`src/hdl/arp_resolver_responder_core_macros.svh`:
```
`ifndef ARP_RESOLVER_RESPONDER_CORE_MACROS_SVH
`define ARP_RESOLVER_RESPONDER_CORE_MACROS_SVH

// same-cycle implication, checked out of reset
`define ARP_RR_ASSERT_NOW(label, ante, cons) \
    label: assert property (@(posedge clk) disable iff (!rst_n) (ante) |-> (cons)) \
        else $error("arp_rr same-cycle check failed");

// next-cycle implication, checked out of reset
`define ARP_RR_ASSERT_NEXT(label, ante, cons) \
    label: assert property (@(posedge clk) disable iff (!rst_n) (ante) |=> (cons)) \
        else $error("arp_rr next-cycle check failed");

`endif

```
`src/hdl/arp_rr_pkg.sv`:
```
package arp_rr_pkg;

    // result kinds
    localparam logic [2:0] K_SEND     = 3'd0;
    localparam logic [2:0] K_HELD     = 3'd1;
    localparam logic [2:0] K_REQ      = 3'd2;
    localparam logic [2:0] K_REPLY    = 3'd3;
    localparam logic [2:0] K_RESOLVED = 3'd4;
    localparam logic [2:0] K_MCAST    = 3'd5;

    // configuration register indexes
    localparam logic [2:0] CFG_LOCAL_IP      = 3'd0;
    localparam logic [2:0] CFG_SUBNET_MASK   = 3'd1;
    localparam logic [2:0] CFG_GATEWAY_IP    = 3'd2;
    localparam logic [2:0] CFG_LOCAL_MAC     = 3'd3;
    localparam logic [2:0] CFG_ADDRESS_VALID = 3'd4;

    // arp header values
    localparam logic [15:0] HTYPE_ETH     = 16'h0001;
    localparam logic [15:0] PTYPE_IPV4    = 16'h0800;
    localparam logic [15:0] OP_REQUEST    = 16'h0001;
    localparam logic [15:0] LINK_LOCAL_HI = 16'hA9FE;
    localparam logic [3:0]  MCAST_NIBBLE  = 4'hE;

    localparam logic [31:0] IP_ALL_ONES  = 32'hFFFF_FFFF;
    localparam logic [47:0] MAC_ALL_ONES = 48'hFFFF_FFFF_FFFF;
    localparam logic [47:0] MAC_ZERO     = 48'h0000_0000_0000;

    typedef struct packed {
        logic [31:0] local_ip;
        logic [31:0] subnet_mask;
        logic [31:0] gateway_ip;
        logic [47:0] local_mac;
        logic        address_valid;
    } cfg_t;

    typedef struct packed {
        logic        cmd;
        logic [31:0] dest_ip;
        logic        long_enough;
        logic [15:0] hw_type;
        logic [15:0] proto_type;
        logic [15:0] operation;
        logic [47:0] sender_mac;
        logic [31:0] sender_ip;
        logic [31:0] target_ip;
        logic [47:0] frame_source_mac;
    } item_t;

    typedef struct packed {
        logic        valid;
        logic [2:0]  kind;
        logic [47:0] mac;
        logic [31:0] ip;
        logic        last;
    } result_t;

    typedef struct packed {
        logic ip_we;
        logic mac_we;
    } tbl_wr_t;

endpackage

```
`src/hdl/arp_rr_table.sv`:
```
module arp_rr_table #(
    parameter int TABLE_ENTRIES = 16,
    localparam int AW = $clog2(TABLE_ENTRIES)
) (
    input  logic                 clk,
    input  arp_rr_pkg::tbl_wr_t  wr,
    input  logic [AW-1:0]        wr_addr,
    input  logic [31:0]          wr_ip,
    input  logic [47:0]          wr_mac,
    input  logic [AW-1:0]        rd_addr,
    output logic [31:0]          rd_ip,
    output logic [47:0]          rd_mac
);
    import arp_rr_pkg::*;

    logic [31:0] ip_mem  [TABLE_ENTRIES];
    logic [47:0] mac_mem [TABLE_ENTRIES];
    logic [31:0] rd_ip_reg;
    logic [47:0] rd_mac_reg;

    // one write port, one registered read port
    always_ff @(posedge clk)
    begin
        if (wr.ip_we)
        begin
            ip_mem[wr_addr] <= wr_ip;
        end
        if (wr.mac_we)
        begin
            mac_mem[wr_addr] <= wr_mac;
        end
        rd_ip_reg  <= ip_mem[rd_addr];
        rd_mac_reg <= mac_mem[rd_addr];
    end

    assign rd_ip  = rd_ip_reg;
    assign rd_mac = rd_mac_reg;

endmodule

```
`src/hdl/arp_rr_seq.sv`:
```
module arp_rr_seq #(
    parameter int TABLE_ENTRIES = 16,
    localparam int AW = $clog2(TABLE_ENTRIES)
) (
    input  logic                 clk,
    input  logic                 rst_n,
    input  logic                 start,
    output logic                 busy,
    input  arp_rr_pkg::item_t    item,
    input  arp_rr_pkg::cfg_t     cfg,
    output arp_rr_pkg::result_t  result,
    output arp_rr_pkg::tbl_wr_t  tbl_wr,
    output logic [AW-1:0]        tbl_wr_addr,
    output logic [31:0]          tbl_wr_ip,
    output logic [47:0]          tbl_wr_mac,
    output logic [AW-1:0]        tbl_rd_addr,
    input  logic [31:0]          tbl_rd_ip,
    input  logic [47:0]          tbl_rd_mac
);
    import arp_rr_pkg::*;

    localparam logic [AW-1:0] LAST_IDX = AW'(TABLE_ENTRIES - 1);

    typedef enum logic [5:0] {
        ST_IDLE = 6'b000001,
        ST_PREP = 6'b000010,
        ST_SCAN = 6'b000100,
        ST_TAIL = 6'b001000,
        ST_ACT  = 6'b010000,
        ST_OUT2 = 6'b100000
    } state_t;

    // control state
    state_t                   state_reg, state_next;
    logic [TABLE_ENTRIES-1:0] used_reg, used_next;
    logic [TABLE_ENTRIES-1:0] resolved_reg, resolved_next;
    logic [AW-1:0]            rp_reg, rp_next;
    logic [AW-1:0]            scan_idx_reg, scan_idx_next;
    logic                     cmp_vld_reg, cmp_vld_next;
    logic                     cmp_used_reg, cmp_used_next;
    logic [AW-1:0]            cmp_idx_reg, cmp_idx_next;
    logic                     hit_reg, hit_next;
    logic [AW-1:0]            hit_idx_reg, hit_idx_next;
    logic                     free_reg, free_next;
    logic [AW-1:0]            free_idx_reg, free_idx_next;
    logic                     res_valid_reg, res_valid_next;

    // payload
    item_t       item_reg, item_next;
    logic [31:0] key_reg, key_next;
    logic [47:0] hit_mac_reg, hit_mac_next;
    logic        for_us_reg, for_us_next;
    logic        reply_reg, reply_next;
    logic [2:0]  res_kind_reg, res_kind_next;
    logic [47:0] res_mac_reg, res_mac_next;
    logic [31:0] res_ip_reg, res_ip_next;
    logic        res_last_reg, res_last_next;
    logic [2:0]  sec_kind_reg, sec_kind_next;
    logic [47:0] sec_mac_reg, sec_mac_next;

    // decode of the latched item
    logic          is_bcast, is_mcast, off_net, arp_good, for_us, reply;
    logic          was_pending;
    logic [AW-1:0] slot;
    logic [AW-1:0] rp_adv;

    assign is_bcast = (item_reg.dest_ip == IP_ALL_ONES) ||
                      (cfg.address_valid &&
                       item_reg.dest_ip == (cfg.local_ip | ~cfg.subnet_mask));
    assign is_mcast = (item_reg.dest_ip[31:28] == MCAST_NIBBLE);
    assign off_net  = (((item_reg.dest_ip ^ cfg.local_ip) & cfg.subnet_mask) != 32'd0) &&
                      (item_reg.dest_ip[31:16] != LINK_LOCAL_HI);
    assign arp_good = item_reg.long_enough && (item_reg.hw_type == HTYPE_ETH) &&
                      (item_reg.proto_type == PTYPE_IPV4);
    assign for_us   = cfg.address_valid && (item_reg.target_ip == cfg.local_ip);
    assign reply    = for_us && (item_reg.operation == OP_REQUEST);

    assign was_pending = !resolved_reg[hit_idx_reg];
    assign slot        = free_reg ? free_idx_reg : rp_reg;
    assign rp_adv      = (rp_reg == LAST_IDX) ? '0 : rp_reg + 1'b1;

    // sequencer
    always_comb
    begin
        state_next     = state_reg;
        used_next      = used_reg;
        resolved_next  = resolved_reg;
        rp_next        = rp_reg;
        scan_idx_next  = scan_idx_reg;
        cmp_vld_next   = cmp_vld_reg;
        cmp_used_next  = cmp_used_reg;
        cmp_idx_next   = cmp_idx_reg;
        hit_next       = hit_reg;
        hit_idx_next   = hit_idx_reg;
        free_next      = free_reg;
        free_idx_next  = free_idx_reg;
        res_valid_next = 1'b0;
        item_next      = item_reg;
        key_next       = key_reg;
        hit_mac_next   = hit_mac_reg;
        for_us_next    = for_us_reg;
        reply_next     = reply_reg;
        res_kind_next  = res_kind_reg;
        res_mac_next   = res_mac_reg;
        res_ip_next    = res_ip_reg;
        res_last_next  = res_last_reg;
        sec_kind_next  = sec_kind_reg;
        sec_mac_next   = sec_mac_reg;
        tbl_wr         = '0;
        tbl_wr_addr    = hit_idx_reg;
        tbl_wr_ip      = key_reg;
        tbl_wr_mac     = item_reg.sender_mac;
        tbl_rd_addr    = scan_idx_reg;

        // shared compare: one table entry against the key per cycle
        if (cmp_vld_reg && cmp_used_reg && !hit_reg && (tbl_rd_ip == key_reg))
        begin
            hit_next     = 1'b1;
            hit_idx_next = cmp_idx_reg;
            hit_mac_next = tbl_rd_mac;
        end

        unique case (state_reg)
            ST_IDLE:
            begin
                if (start)
                begin
                    item_next  = item;
                    state_next = ST_PREP;
                end
            end
            ST_PREP:
            begin
                scan_idx_next = '0;
                cmp_vld_next  = 1'b0;
                hit_next      = 1'b0;
                free_next     = 1'b0;
                for_us_next   = for_us;
                reply_next    = reply;
                key_next      = item_reg.cmd ? item_reg.sender_ip :
                                (off_net ? cfg.gateway_ip : item_reg.dest_ip);
                state_next    = ST_SCAN;
                if (!item_reg.cmd)
                begin
                    priority if (is_bcast)
                    begin
                        res_valid_next = 1'b1;
                        res_kind_next  = K_SEND;
                        res_mac_next   = MAC_ALL_ONES;
                        res_ip_next    = item_reg.dest_ip;
                        res_last_next  = 1'b1;
                        state_next     = ST_IDLE;
                    end
                    else if (is_mcast)
                    begin
                        res_valid_next = 1'b1;
                        res_kind_next  = K_MCAST;
                        res_mac_next   = MAC_ZERO;
                        res_ip_next    = item_reg.dest_ip;
                        res_last_next  = 1'b1;
                        state_next     = ST_IDLE;
                    end
                    else if (!cfg.address_valid)
                    begin
                        state_next = ST_IDLE;
                    end
                    else
                    begin
                        state_next = ST_SCAN;
                    end
                end
                else if (!arp_good)
                begin
                    state_next = ST_IDLE;
                end
            end
            ST_SCAN:
            begin
                cmp_vld_next  = 1'b1;
                cmp_idx_next  = scan_idx_reg;
                cmp_used_next = used_reg[scan_idx_reg];
                // lowest unused entry
                if (!used_reg[scan_idx_reg] && !free_reg)
                begin
                    free_next     = 1'b1;
                    free_idx_next = scan_idx_reg;
                end
                if (scan_idx_reg == LAST_IDX)
                begin
                    state_next = ST_TAIL;
                end
                else
                begin
                    scan_idx_next = scan_idx_reg + 1'b1;
                end
            end
            ST_TAIL:
            begin
                cmp_vld_next = 1'b0;
                state_next   = ST_ACT;
            end
            ST_ACT:
            begin
                state_next = ST_IDLE;
                if (!item_reg.cmd)
                begin
                    priority if (!hit_reg)
                    begin
                        // miss: insert a pending entry, request then hold
                        tbl_wr.ip_we        = 1'b1;
                        tbl_wr_addr         = slot;
                        used_next[slot]     = 1'b1;
                        resolved_next[slot] = 1'b0;
                        if (!free_reg)
                        begin
                            rp_next = rp_adv;
                        end
                        res_valid_next = 1'b1;
                        res_kind_next  = K_REQ;
                        res_mac_next   = MAC_ALL_ONES;
                        res_ip_next    = key_reg;
                        res_last_next  = 1'b0;
                        sec_kind_next  = K_HELD;
                        sec_mac_next   = MAC_ZERO;
                        state_next     = ST_OUT2;
                    end
                    else if (was_pending)
                    begin
                        res_valid_next = 1'b1;
                        res_kind_next  = K_HELD;
                        res_mac_next   = MAC_ZERO;
                        res_ip_next    = key_reg;
                        res_last_next  = 1'b1;
                    end
                    else
                    begin
                        res_valid_next = 1'b1;
                        res_kind_next  = K_SEND;
                        res_mac_next   = hit_mac_reg;
                        res_ip_next    = key_reg;
                        res_last_next  = 1'b1;
                    end
                end
                else
                begin
                    if (hit_reg)
                    begin
                        // update the matching entry
                        tbl_wr.mac_we              = 1'b1;
                        tbl_wr_addr                = hit_idx_reg;
                        resolved_next[hit_idx_reg] = 1'b1;
                        if (was_pending)
                        begin
                            res_valid_next = 1'b1;
                            res_kind_next  = K_RESOLVED;
                            res_mac_next   = item_reg.sender_mac;
                            res_ip_next    = key_reg;
                            res_last_next  = !reply_reg;
                        end
                    end
                    else if (for_us_reg)
                    begin
                        // new resolved entry for a peer whose packet targets our address
                        tbl_wr.ip_we        = 1'b1;
                        tbl_wr.mac_we       = 1'b1;
                        tbl_wr_addr         = slot;
                        used_next[slot]     = 1'b1;
                        resolved_next[slot] = 1'b1;
                        if (!free_reg)
                        begin
                            rp_next = rp_adv;
                        end
                    end
                    if (reply_reg)
                    begin
                        if (hit_reg && was_pending)
                        begin
                            sec_kind_next = K_REPLY;
                            sec_mac_next  = item_reg.frame_source_mac;
                            state_next    = ST_OUT2;
                        end
                        else
                        begin
                            res_valid_next = 1'b1;
                            res_kind_next  = K_REPLY;
                            res_mac_next   = item_reg.frame_source_mac;
                            res_ip_next    = key_reg;
                            res_last_next  = 1'b1;
                        end
                    end
                end
            end
            ST_OUT2:
            begin
                res_valid_next = 1'b1;
                res_kind_next  = sec_kind_reg;
                res_mac_next   = sec_mac_reg;
                res_ip_next    = key_reg;
                res_last_next  = 1'b1;
                state_next     = ST_IDLE;
            end
            default:
            begin
                state_next = ST_IDLE;
            end
        endcase
    end

    // control registers
    always_ff @(posedge clk or negedge rst_n)
    begin
        if (!rst_n)
        begin
            state_reg     <= ST_IDLE;
            used_reg      <= '0;
            resolved_reg  <= '0;
            rp_reg        <= '0;
            scan_idx_reg  <= '0;
            cmp_vld_reg   <= 1'b0;
            cmp_used_reg  <= 1'b0;
            cmp_idx_reg   <= '0;
            hit_reg       <= 1'b0;
            hit_idx_reg   <= '0;
            free_reg      <= 1'b0;
            free_idx_reg  <= '0;
            res_valid_reg <= 1'b0;
        end
        else
        begin
            state_reg     <= state_next;
            used_reg      <= used_next;
            resolved_reg  <= resolved_next;
            rp_reg        <= rp_next;
            scan_idx_reg  <= scan_idx_next;
            cmp_vld_reg   <= cmp_vld_next;
            cmp_used_reg  <= cmp_used_next;
            cmp_idx_reg   <= cmp_idx_next;
            hit_reg       <= hit_next;
            hit_idx_reg   <= hit_idx_next;
            free_reg      <= free_next;
            free_idx_reg  <= free_idx_next;
            res_valid_reg <= res_valid_next;
        end
    end

    // payload registers
    always_ff @(posedge clk)
    begin
        item_reg     <= item_next;
        key_reg      <= key_next;
        hit_mac_reg  <= hit_mac_next;
        for_us_reg   <= for_us_next;
        reply_reg    <= reply_next;
        res_kind_reg <= res_kind_next;
        res_mac_reg  <= res_mac_next;
        res_ip_reg   <= res_ip_next;
        res_last_reg <= res_last_next;
        sec_kind_reg <= sec_kind_next;
        sec_mac_reg  <= sec_mac_next;
    end

    assign busy         = (state_reg != ST_IDLE);
    assign result.valid = res_valid_reg;
    assign result.kind  = res_kind_reg;
    assign result.mac   = res_mac_reg;
    assign result.ip    = res_ip_reg;
    assign result.last  = res_last_reg;

endmodule

```
`src/hdl/arp_resolver_responder_core.sv`:
```
// ARP resolver and responder. An item is taken at a clock edge with start high and busy
// low; a resolve item maps an outbound IPv4 destination to a next-hop MAC, a receive item
// checks an ARP packet, updates or adds a table entry and answers requests. Broadcast,
// multicast, dropped resolves and bad ARP packets end in the prep state; every other item
// walks the whole table through its single read port, one entry per cycle, and then
// passes the tail and act states, and the out2 state when it gives two results.
// Results come out on result_valid for exactly one cycle each and cannot be stalled;
// a second result always follows the first in the next cycle, and the last result of an
// item is shown in the cycle busy falls. Configuration writes are always ready and must
// only be issued while the block is idle.
`include "arp_resolver_responder_core_macros.svh"

module arp_resolver_responder_core #(
    parameter int TABLE_ENTRIES = 16
) (
    input  logic        clk,
    input  logic        rst_n,
    // item channel
    input  logic        start,
    output logic        busy,
    input  logic        cmd,
    input  logic [31:0] dest_ip,
    input  logic        long_enough,
    input  logic [15:0] hw_type,
    input  logic [15:0] proto_type,
    input  logic [15:0] operation,
    input  logic [47:0] sender_mac,
    input  logic [31:0] sender_ip,
    input  logic [31:0] target_ip,
    input  logic [47:0] frame_source_mac,
    // result channel
    output logic        result_valid,
    output logic [2:0]  kind,
    output logic [47:0] peer_mac,
    output logic [31:0] peer_ip,
    output logic        last,
    // configuration channel
    input  logic        cfg_valid,
    output logic        cfg_ready,
    input  logic [2:0]  cfg_index,
    input  logic [47:0] cfg_data
);
    import arp_rr_pkg::*;

    localparam int AW = $clog2(TABLE_ENTRIES);

    logic [31:0] local_ip_reg;
    logic [31:0] subnet_mask_reg;
    logic [31:0] gateway_ip_reg;
    logic [47:0] local_mac_reg;
    logic        address_valid_reg;

    cfg_t          cfg;
    item_t         item;
    result_t       result;
    tbl_wr_t       tbl_wr;
    logic [AW-1:0] tbl_wr_addr;
    logic [31:0]   tbl_wr_ip;
    logic [47:0]   tbl_wr_mac;
    logic [AW-1:0] tbl_rd_addr;
    logic [31:0]   tbl_rd_ip;
    logic [47:0]   tbl_rd_mac;

    // configuration registers
    always_ff @(posedge clk or negedge rst_n)
    begin
        if (!rst_n)
        begin
            local_ip_reg      <= '0;
            subnet_mask_reg   <= '0;
            gateway_ip_reg    <= '0;
            local_mac_reg     <= '0;
            address_valid_reg <= 1'b0;
        end
        else if (cfg_valid && cfg_ready)
        begin
            unique case (cfg_index)
                CFG_LOCAL_IP:      local_ip_reg      <= cfg_data[31:0];
                CFG_SUBNET_MASK:   subnet_mask_reg   <= cfg_data[31:0];
                CFG_GATEWAY_IP:    gateway_ip_reg    <= cfg_data[31:0];
                CFG_LOCAL_MAC:     local_mac_reg     <= cfg_data;
                CFG_ADDRESS_VALID: address_valid_reg <= cfg_data[0];
                default:           ;
            endcase
        end
    end

    assign cfg_ready = 1'b1;

    assign cfg.local_ip      = local_ip_reg;
    assign cfg.subnet_mask   = subnet_mask_reg;
    assign cfg.gateway_ip    = gateway_ip_reg;
    assign cfg.local_mac     = local_mac_reg;
    assign cfg.address_valid = address_valid_reg;

    // input beat
    assign item.cmd              = cmd;
    assign item.dest_ip          = dest_ip;
    assign item.long_enough      = long_enough;
    assign item.hw_type          = hw_type;
    assign item.proto_type       = proto_type;
    assign item.operation        = operation;
    assign item.sender_mac       = sender_mac;
    assign item.sender_ip        = sender_ip;
    assign item.target_ip        = target_ip;
    assign item.frame_source_mac = frame_source_mac;

    arp_rr_seq #(
        .TABLE_ENTRIES (TABLE_ENTRIES)
    ) u_seq (
        .clk         (clk),
        .rst_n       (rst_n),
        .start       (start),
        .busy        (busy),
        .item        (item),
        .cfg         (cfg),
        .result      (result),
        .tbl_wr      (tbl_wr),
        .tbl_wr_addr (tbl_wr_addr),
        .tbl_wr_ip   (tbl_wr_ip),
        .tbl_wr_mac  (tbl_wr_mac),
        .tbl_rd_addr (tbl_rd_addr),
        .tbl_rd_ip   (tbl_rd_ip),
        .tbl_rd_mac  (tbl_rd_mac)
    );

    arp_rr_table #(
        .TABLE_ENTRIES (TABLE_ENTRIES)
    ) u_table (
        .clk     (clk),
        .wr      (tbl_wr),
        .wr_addr (tbl_wr_addr),
        .wr_ip   (tbl_wr_ip),
        .wr_mac  (tbl_wr_mac),
        .rd_addr (tbl_rd_addr),
        .rd_ip   (tbl_rd_ip),
        .rd_mac  (tbl_rd_mac)
    );

    // result beat
    assign result_valid = result.valid;
    assign kind         = result.kind;
    assign peer_mac     = result.mac;
    assign peer_ip      = result.ip;
    assign last         = result.last;

    // checks
    `ARP_RR_ASSERT_NEXT(a_accept_goes_busy, start && !busy, busy)
    `ARP_RR_ASSERT_NEXT(a_pair_back_to_back, result_valid && !last, result_valid && last)
    `ARP_RR_ASSERT_NOW(a_last_frees_block, result_valid && last, !busy)
    `ARP_RR_ASSERT_NOW(a_request_bcast, result_valid && kind == K_REQ, peer_mac == MAC_ALL_ONES && !last)

endmodule

```
`config.mk`:
```
export PLATFORM = sky130hd
export DESIGN_NAME = arp_resolver_responder_core
export DESIGN_NICKNAME = d
export VERILOG_FILES = /design/src/hdl/arp_rr_pkg.sv /design/src/hdl/arp_rr_table.sv /design/src/hdl/arp_rr_seq.sv /design/src/hdl/arp_resolver_responder_core.sv
export VERILOG_INCLUDE_DIRS = /design/src /design/src/hdl
export SDC_FILE = /design/constraint.sdc
export NUM_CORES = 2
export LEC_CHECK = 0
export ABC_CLOCK_PERIOD_IN_PS = 14300
export BUFFER_PORTS_ARGS = -buffer_cell sky130_fd_sc_hd__buf_2
export CAP_MARGIN = 20
export CORE_UTILIZATION = 35
export CTS_BUF_LIST = sky130_fd_sc_hd__clkbuf_8
export DETAILED_ROUTE_END_ITERATION = 16
export PLACE_DENSITY_LB_ADDON = 0.1
export SYNTH_ARGS = -nofsm -noshare
export SYNTH_HDL_FRONTEND = slang
export SYNTH_SLANG_ARGS = --single-unit
```
`constraint.sdc`:
```
create_clock -name clk -period 14.3 [get_ports clk]
set_clock_uncertainty 0.2 [all_clocks]
set_input_delay 0.715 -clock clk [delete_from_list [all_inputs] [get_ports clk]]
set_output_delay 0.715 -clock clk [all_outputs]
set_load 0.03 [all_outputs]
```
* After elaboration in Yosys (flattened, before gate mapping)
Memories as Yosys holds them, arrays and structs flattened. A register that Yosys moved wholly into a read port is not among the register bits.
Cells that the tools add are included.
** Cells by class
- $add $sub $neg :: 2
- Order comparisons :: 5
- Multiplexer cells :: 118
- Reductions and logical operators :: 39
- Equality and inequality tests :: 32
- Bitwise operators :: 10
** Operator list (count)
- two-way mux 48 bit :: 14
- two-way mux 32 bit :: 10
- one-hot mux 48 bit (3 select lines) :: 1
- two-way mux 16 bit :: 8
- equality test 32 bit :: 3
- one-hot mux 32 bit (3 select lines) :: 1
- two-way mux 6 bit :: 9
- two-way mux 4 bit :: 13
- bitwise OR 16 bit :: 3
- two-way mux 3 bit :: 15
- two-way mux 1 bit :: 34
- bitwise AND 32 bit :: 1
- equality test 16 x 1 -> 1 bit (second input constant) :: 2
- equality test 32 bit (second input constant) :: 1
- inverter 32 bit :: 1
- bitwise OR 32 bit :: 1
- nonzero test 32 bit :: 1
- XOR 32 bit :: 1
- one-hot mux 6 bit (5 select lines) :: 1
- AND reduction 2 bit :: 9
- bitwise AND 16 bit :: 1
- equality test 16 x 12 -> 1 bit (second input constant) :: 1
- inequality test 16 bit (second input constant) :: 1
- inverter 16 bit :: 1
- 35 further kinds :: 73
** Word-level totals
- Memories :: 2
- Word-level logic and storage cells :: 245
- Bits in writable memories :: 1280
- Register bits :: 619
- Output and inout bits :: 87
- Bits of input ports :: 297
** Memory list
- u_table.mac_mem :: depth 16, width 48, rd ports 1, clocked after Yosys merged registers in 1, write ports 1, RTL line arp_rr_table.sv:17 : logic [47:0] mac_mem [TABLE_ENTRIES];
- u_table.ip_mem :: depth 16, width 32, rd ports 1, clocked after Yosys merged registers in 1, write ports 1, RTL line arp_rr_table.sv:16 : logic [31:0] ip_mem [TABLE_ENTRIES];

* Depth between registers and ports, before layout
- Depth in word-level cells :: 9
- Depth in mapped cells :: 10
- Depth with buffers taken out :: 7

* Modules after synthesis
Synthesis repeated with hierarchy kept, for this count alone.
** Unflattened totals
- Cells, all modules :: 4095
- Area total of the unflattened synthesis :: 77798.4 sq um
** By module, submodules not included
- arp_rr_table :: area an instance 49523.7 sq um, sequential area each 40038.4 sq um, times used 1, cells an instance 2078
- arp_rr_seq :: area an instance 22788.1 sq um, sequential area each 15300.9 sq um, times used 1, cells an instance 1704
- arp_resolver_responder_core :: area an instance 5486.5 sq um, sequential area each 3628.5 sq um, times used 1, cells an instance 313

* Worst setup path before layout
OpenSTA, ideal clock, no wires.
- Path type :: register to register
- Start point :: reg u_seq.state_reg[5]
- End point :: reg u_seq.item_reg[0] (netlist name) (enable)
- Buffers on the path :: 0
- Required time :: 13.253 ns
- Period minus slack after synthesis :: 12.346 ns
- Arrival time :: 11.298 ns
- Setup slack :: 1.954 ns
- Stages on the path, launching flop included :: 4
- Library setup time :: 0.847 ns
- Cell sequence :: dfrtp_1 > nor2_1 > nand4b_1 > nor2_1
** On the way
- Longest elaborated chain between the ends :: 2
** Ends and longest elaborated chain
- start: declaration :: RTL line arp_rr_seq.sv:34 : state_t state_reg, state_next;
- start signal: assignment :: RTL line arp_rr_seq.sv:330 : state_reg <= state_next;
- equality test 6 x 1 -> 1 bit :: RTL line arp_rr_seq.sv:123 : unique case (state_reg)
- AND reduction 2 bit (no line)
- end signal: assignment :: RTL line arp_rr_seq.sv:349 : item_reg <= item_next;
- end: declaration :: RTL line arp_rr_seq.sv:49 : item_t item_reg, item_next;
No other way between the ends.
A chain may end at the register's enable or synchronous reset.

* Worst setup path in the final report
- Start point :: reg u_seq.item_reg[226] (netlist name)
- End point :: reg u_seq.res_mac_reg[4] (enable)
** On the way
- Longest elaborated chain between the ends :: 5
- Elaborated cells on any way between the ends :: 6
- Those cells by class :: 3 x eq/ne; 3 x reduce/logical
** Ends and longest elaborated chain
- equality test 32 bit :: RTL line arp_rr_seq.sv:69 : item_reg.dest_ip == (cfg.local_ip | ~cfg.subnet_mask));
- logical AND 1 bit :: RTL line arp_rr_seq.sv:68 : (cfg.address_valid &&
- logical OR 1 bit (*) :: RTL line arp_rr_seq.sv:67 : assign is_bcast = (item_reg.dest_ip == IP_ALL_ONES) ||
- inequality test 3 x 1 -> 1 bit (no line) (*)
- AND reduction 3 bit (no line) (*)
- end signal: assignment :: RTL line arp_rr_seq.sv:355 : res_mac_reg <= res_mac_next;
- end: declaration :: RTL line arp_rr_seq.sv:55 : logic [47:0] res_mac_reg, res_mac_next;
Mark *: on every way between the ends. The rest lies on a longest branch, timed or not.

==> impl_metrics.yaml <==
power:
  ir_worst_vdd_mv: 0.118
  cellPowerDensity_nw_per_um2: 155
  p_leak_uw: 0.0317
  total_power_uw: 14400
layout:
  utilization_pct: 42.1
  drive_gt1_share_pct: 24.7
  finalNonFillerCells: 8456
  areaGrowthSynthToFinish_pct: 19.7
  flip_flop_count_of_the_largest_register_after_layout: 768
  finalNetCount: 5585
yosys:
  synthesized_net_count: 4731
  syn_area_um2: 77200
  synth_enable_flop_cells: 1737
  synth.top_cells.by_count: "edfxtp_1, mux2i_1, o21ai_0"
  post_synth.cell_area_avg_um2: 17.4
  synth_seq_cells: 1977
  yosysWarnings: 0
  synthDistinctLibCells: 67
  post_synth_inst_count: 4432
  synthDominantAreaCellType: "edfxtp_1"
  synthArstFlopShare_pct: 8.09
  yosysSeqAreaShare_pct: 74.8
  yosysMostFrequentCell: "edfxtp_1"
  area_contributors_post_synth: "edfxtp_1, dfrtp_1, mux4_2"
  yosysTopAreaCellShare_pct: 67.5
  synth_flop_cell: "edfxtp_1"
sta:
  finalSetupTns_ns: 0
  worst_pin_slew_ns: 1.22
  final_min_period_over_clock_period_pct: 35.2
  relSlewSlack_pct: 18.7
  setup_repair_after_global_routing_missed_its_margin: "no"
  finalMaxSlewViolations: 0
  setup_viol: 0
  finalCriticalPeriod_ns: 5.03
  hold_viol: 0
  max_freq_mhz: 199
floorplan:
  die_area_um2: 223000
  vertical_die_dimension_um: 472
  dieWidth_um: 472
  core_area_um2: 220000
  initial_utilization_pct: 35.2
  std_cell_rows: 172
  ios: 384
grt:
  grt_start_max_net_pins: 129
  grt_most_used_layer: "met2"
  global_route.usage.total_pct: 20.1
  gr-total-overflow: 0
  number_of_antenna_violations_at_the_first_check_in_global_routing: 22
  global_route.usage.met3_pct: 4.40
  via_count_of_the_first_global_routing_pass: 46100
  grt_use_met1_pct: 28.2
  met2_usage_pct: 31.0
  grt_first_pass_wirelength_um: 325000
worst_setup_path:
  critical_path.reg2reg.endpoint: "u_seq.res_mac_reg[4]$_DFFE_PP_"
  setup.worst_path.start_class: "flop"
  setup.worst_path.class: "flop to flop"
  reg2reg_depth: 7
  critical_path.max_fanout: 46
  critical_register_to_register_path_startpoint: "u_seq.item_reg[226]$_DFFE_PP_"
  worst_ep_required_time_ns: 14.73
  cp_data_arrival_time_ns: 5.46
  rrSetupSlack_ns: 9.27
  setup.worst_path.end_class: "flop"
detailed_routing:
  antenna_violating_nets_post_route: 0
  drc_violation_count_after_routing: 0
  final_wirelength_um: 227000
  detailroute.via_count: 43900
  via_per_inst: 5.19
  drt_first_iter_violations: 3607
  drt-pass1-iter-count: 6
  route.detailed.wl_per_inst_um: 26.8
clock_tree:
  clock_pin_slew_of_the_registers_on_the_worst_case_setup_and_hold_paths_ns: 0.06
  cts_max_level: 5
  clk_path_buf_depth: 4
  clkLatencyLatePin_ns: 1.09
  clock_buffers_created_by_tritoncts: 363
  ctsRootBufferMaster: "clkbuf_8"
  cts-hold-fix-buffers: 281
  clock_tree_from_tritoncts: "yes"
  cts.sinks: 1977
  ctsResizeCount: 0
  post-cts-setup-buffer-count: 0
placement:
  buffer_ports.inserted: 366
  hpwl_um: 122000
  placedCellCount: 7510
  gpl.final_weighted_congestion: 0.838
run:
  drv_cap: 0
worst_hold_path:
  worst_min_delay_path_startpoint: "sender_mac[5]"
  timing.hold.worst_path_depth: 2
  hold_path_end: "u_seq.tbl_wr_mac[5]$_DFFE_PP_"
  worstHoldPathType: "primary input to flop"
outcome:
  outcome: "complete, no violations"
## cells in the final DEF, fill, tap and decap left out, drive strengths merged, types with 159 or more instances in the layout
cell         count
nand2          164
inv            186
edfxtp        1737
clkbuf         398
mux2i          288
dfrtp          159
o21ai          249
mux2           189
mux4           169
dlygate4sd3    280
buf            477
## where the power goes
group / switching, uW / leakage, uW / internal (uW)
combinational: 1030 / 0.00940 / 951
clock: 2390 / 0.00400 / 2720
sequential: 466 / 0.0183 / 6820
total: 3880 / 0.0317 / 10500
## area by class of cell
type / instances / area [um^2]
Tap cell: 2871 / 3590
Fill cell: 19800 / 127000
Clock buffer: 398 / 5480
Inverter: 45 / 169
Clock inverter: 256 / 1320
Timing Repair Buffer: 757 / 5570
Multi-Input combinational cell: 2142 / 18500
Sequential cell: 1977 / 57800
Antenna cell: 10 / 25.0
## cell families (layout without fill, tap and decap cells)
group	Yosys count	in the layout	share of synthesized area, %
adder cells (fa/ha/maj)	2	2	0.0324
flip-flops	1977	1977	74.8
buffers and inverters	313	1456	1.68
AND/OR/NAND/NOR	597	597	3.92
multiplexers	646	646	11.4
AO/OA/AOI/OAI	765	765	6.67
other	1	11	0.00485
XOR/XNOR	131	131	1.49
## worst max path at each step
stage / depth (start not counted) / from / to / slack (ns)
floorplan: 3 / u_seq.state_reg[5]$_DFFE_PN0P_ / u_seq.item_reg[0]$_DFFE_PP_ / 1.95
global placement: 7 / u_seq.state_reg[3]$_DFFE_PN0P_ / u_table.mac_mem[4][11]$_DFFE_PP_ / 9.38
detailed placement: 7 / u_seq.state_reg[3]$_DFFE_PN0P_ / u_table.mac_mem[5][14]$_DFFE_PP_ / 9.36
CTS: 7 / u_seq.item_reg[226]$_DFFE_PP_ / u_seq.res_mac_reg[4]$_DFFE_PP_ / 9.28
global route: 7 / u_seq.state_reg[3]$_DFFE_PN0P_ / u_table.mac_mem[5][4]$_DFFE_PP_ / 9.10
finish: 7 / u_seq.item_reg[226]$_DFFE_PP_ / u_seq.res_mac_reg[4]$_DFFE_PP_ / 9.27
## per-layer routing
metal  up-vias  part of all wire (%)
met5         -                 0.025
met1     22700                    46
met4         8                   2.7
met3       414                   5.7
li1      19400                     -
met2      1335                    45
## metrics by stage
| step | worst slack (ns) | instance area [um^2] | hold WS (ns) |
|---|---|---|---|
| 2_1_floorplan | 1.95 | 77200 | 0.186 |
| 3_3_place_gp | 9.38 | 82800 | 0.187 |
| 3_5_place_dp | 9.36 | 82800 | 0.189 |
| 4_1_cts | 9.28 | 92400 | 0.00478 |
| 5_1_grt | 9.10 | 92400 | 0.0241 |
| 6_report | 9.27 | 92400 | 0.111 |
## critical path, cell delays in order, from the launching register on
cell      delay [ns]
edfxtp_1        0.67
o22ai_1         0.24
or4_1           0.58
nor4_1          0.66
nand3_1         0.14
a311oi_1        0.41
nand2b_4        0.77
buf_4           0.76
Note: power is estimated with default switching activity, not from simulation.
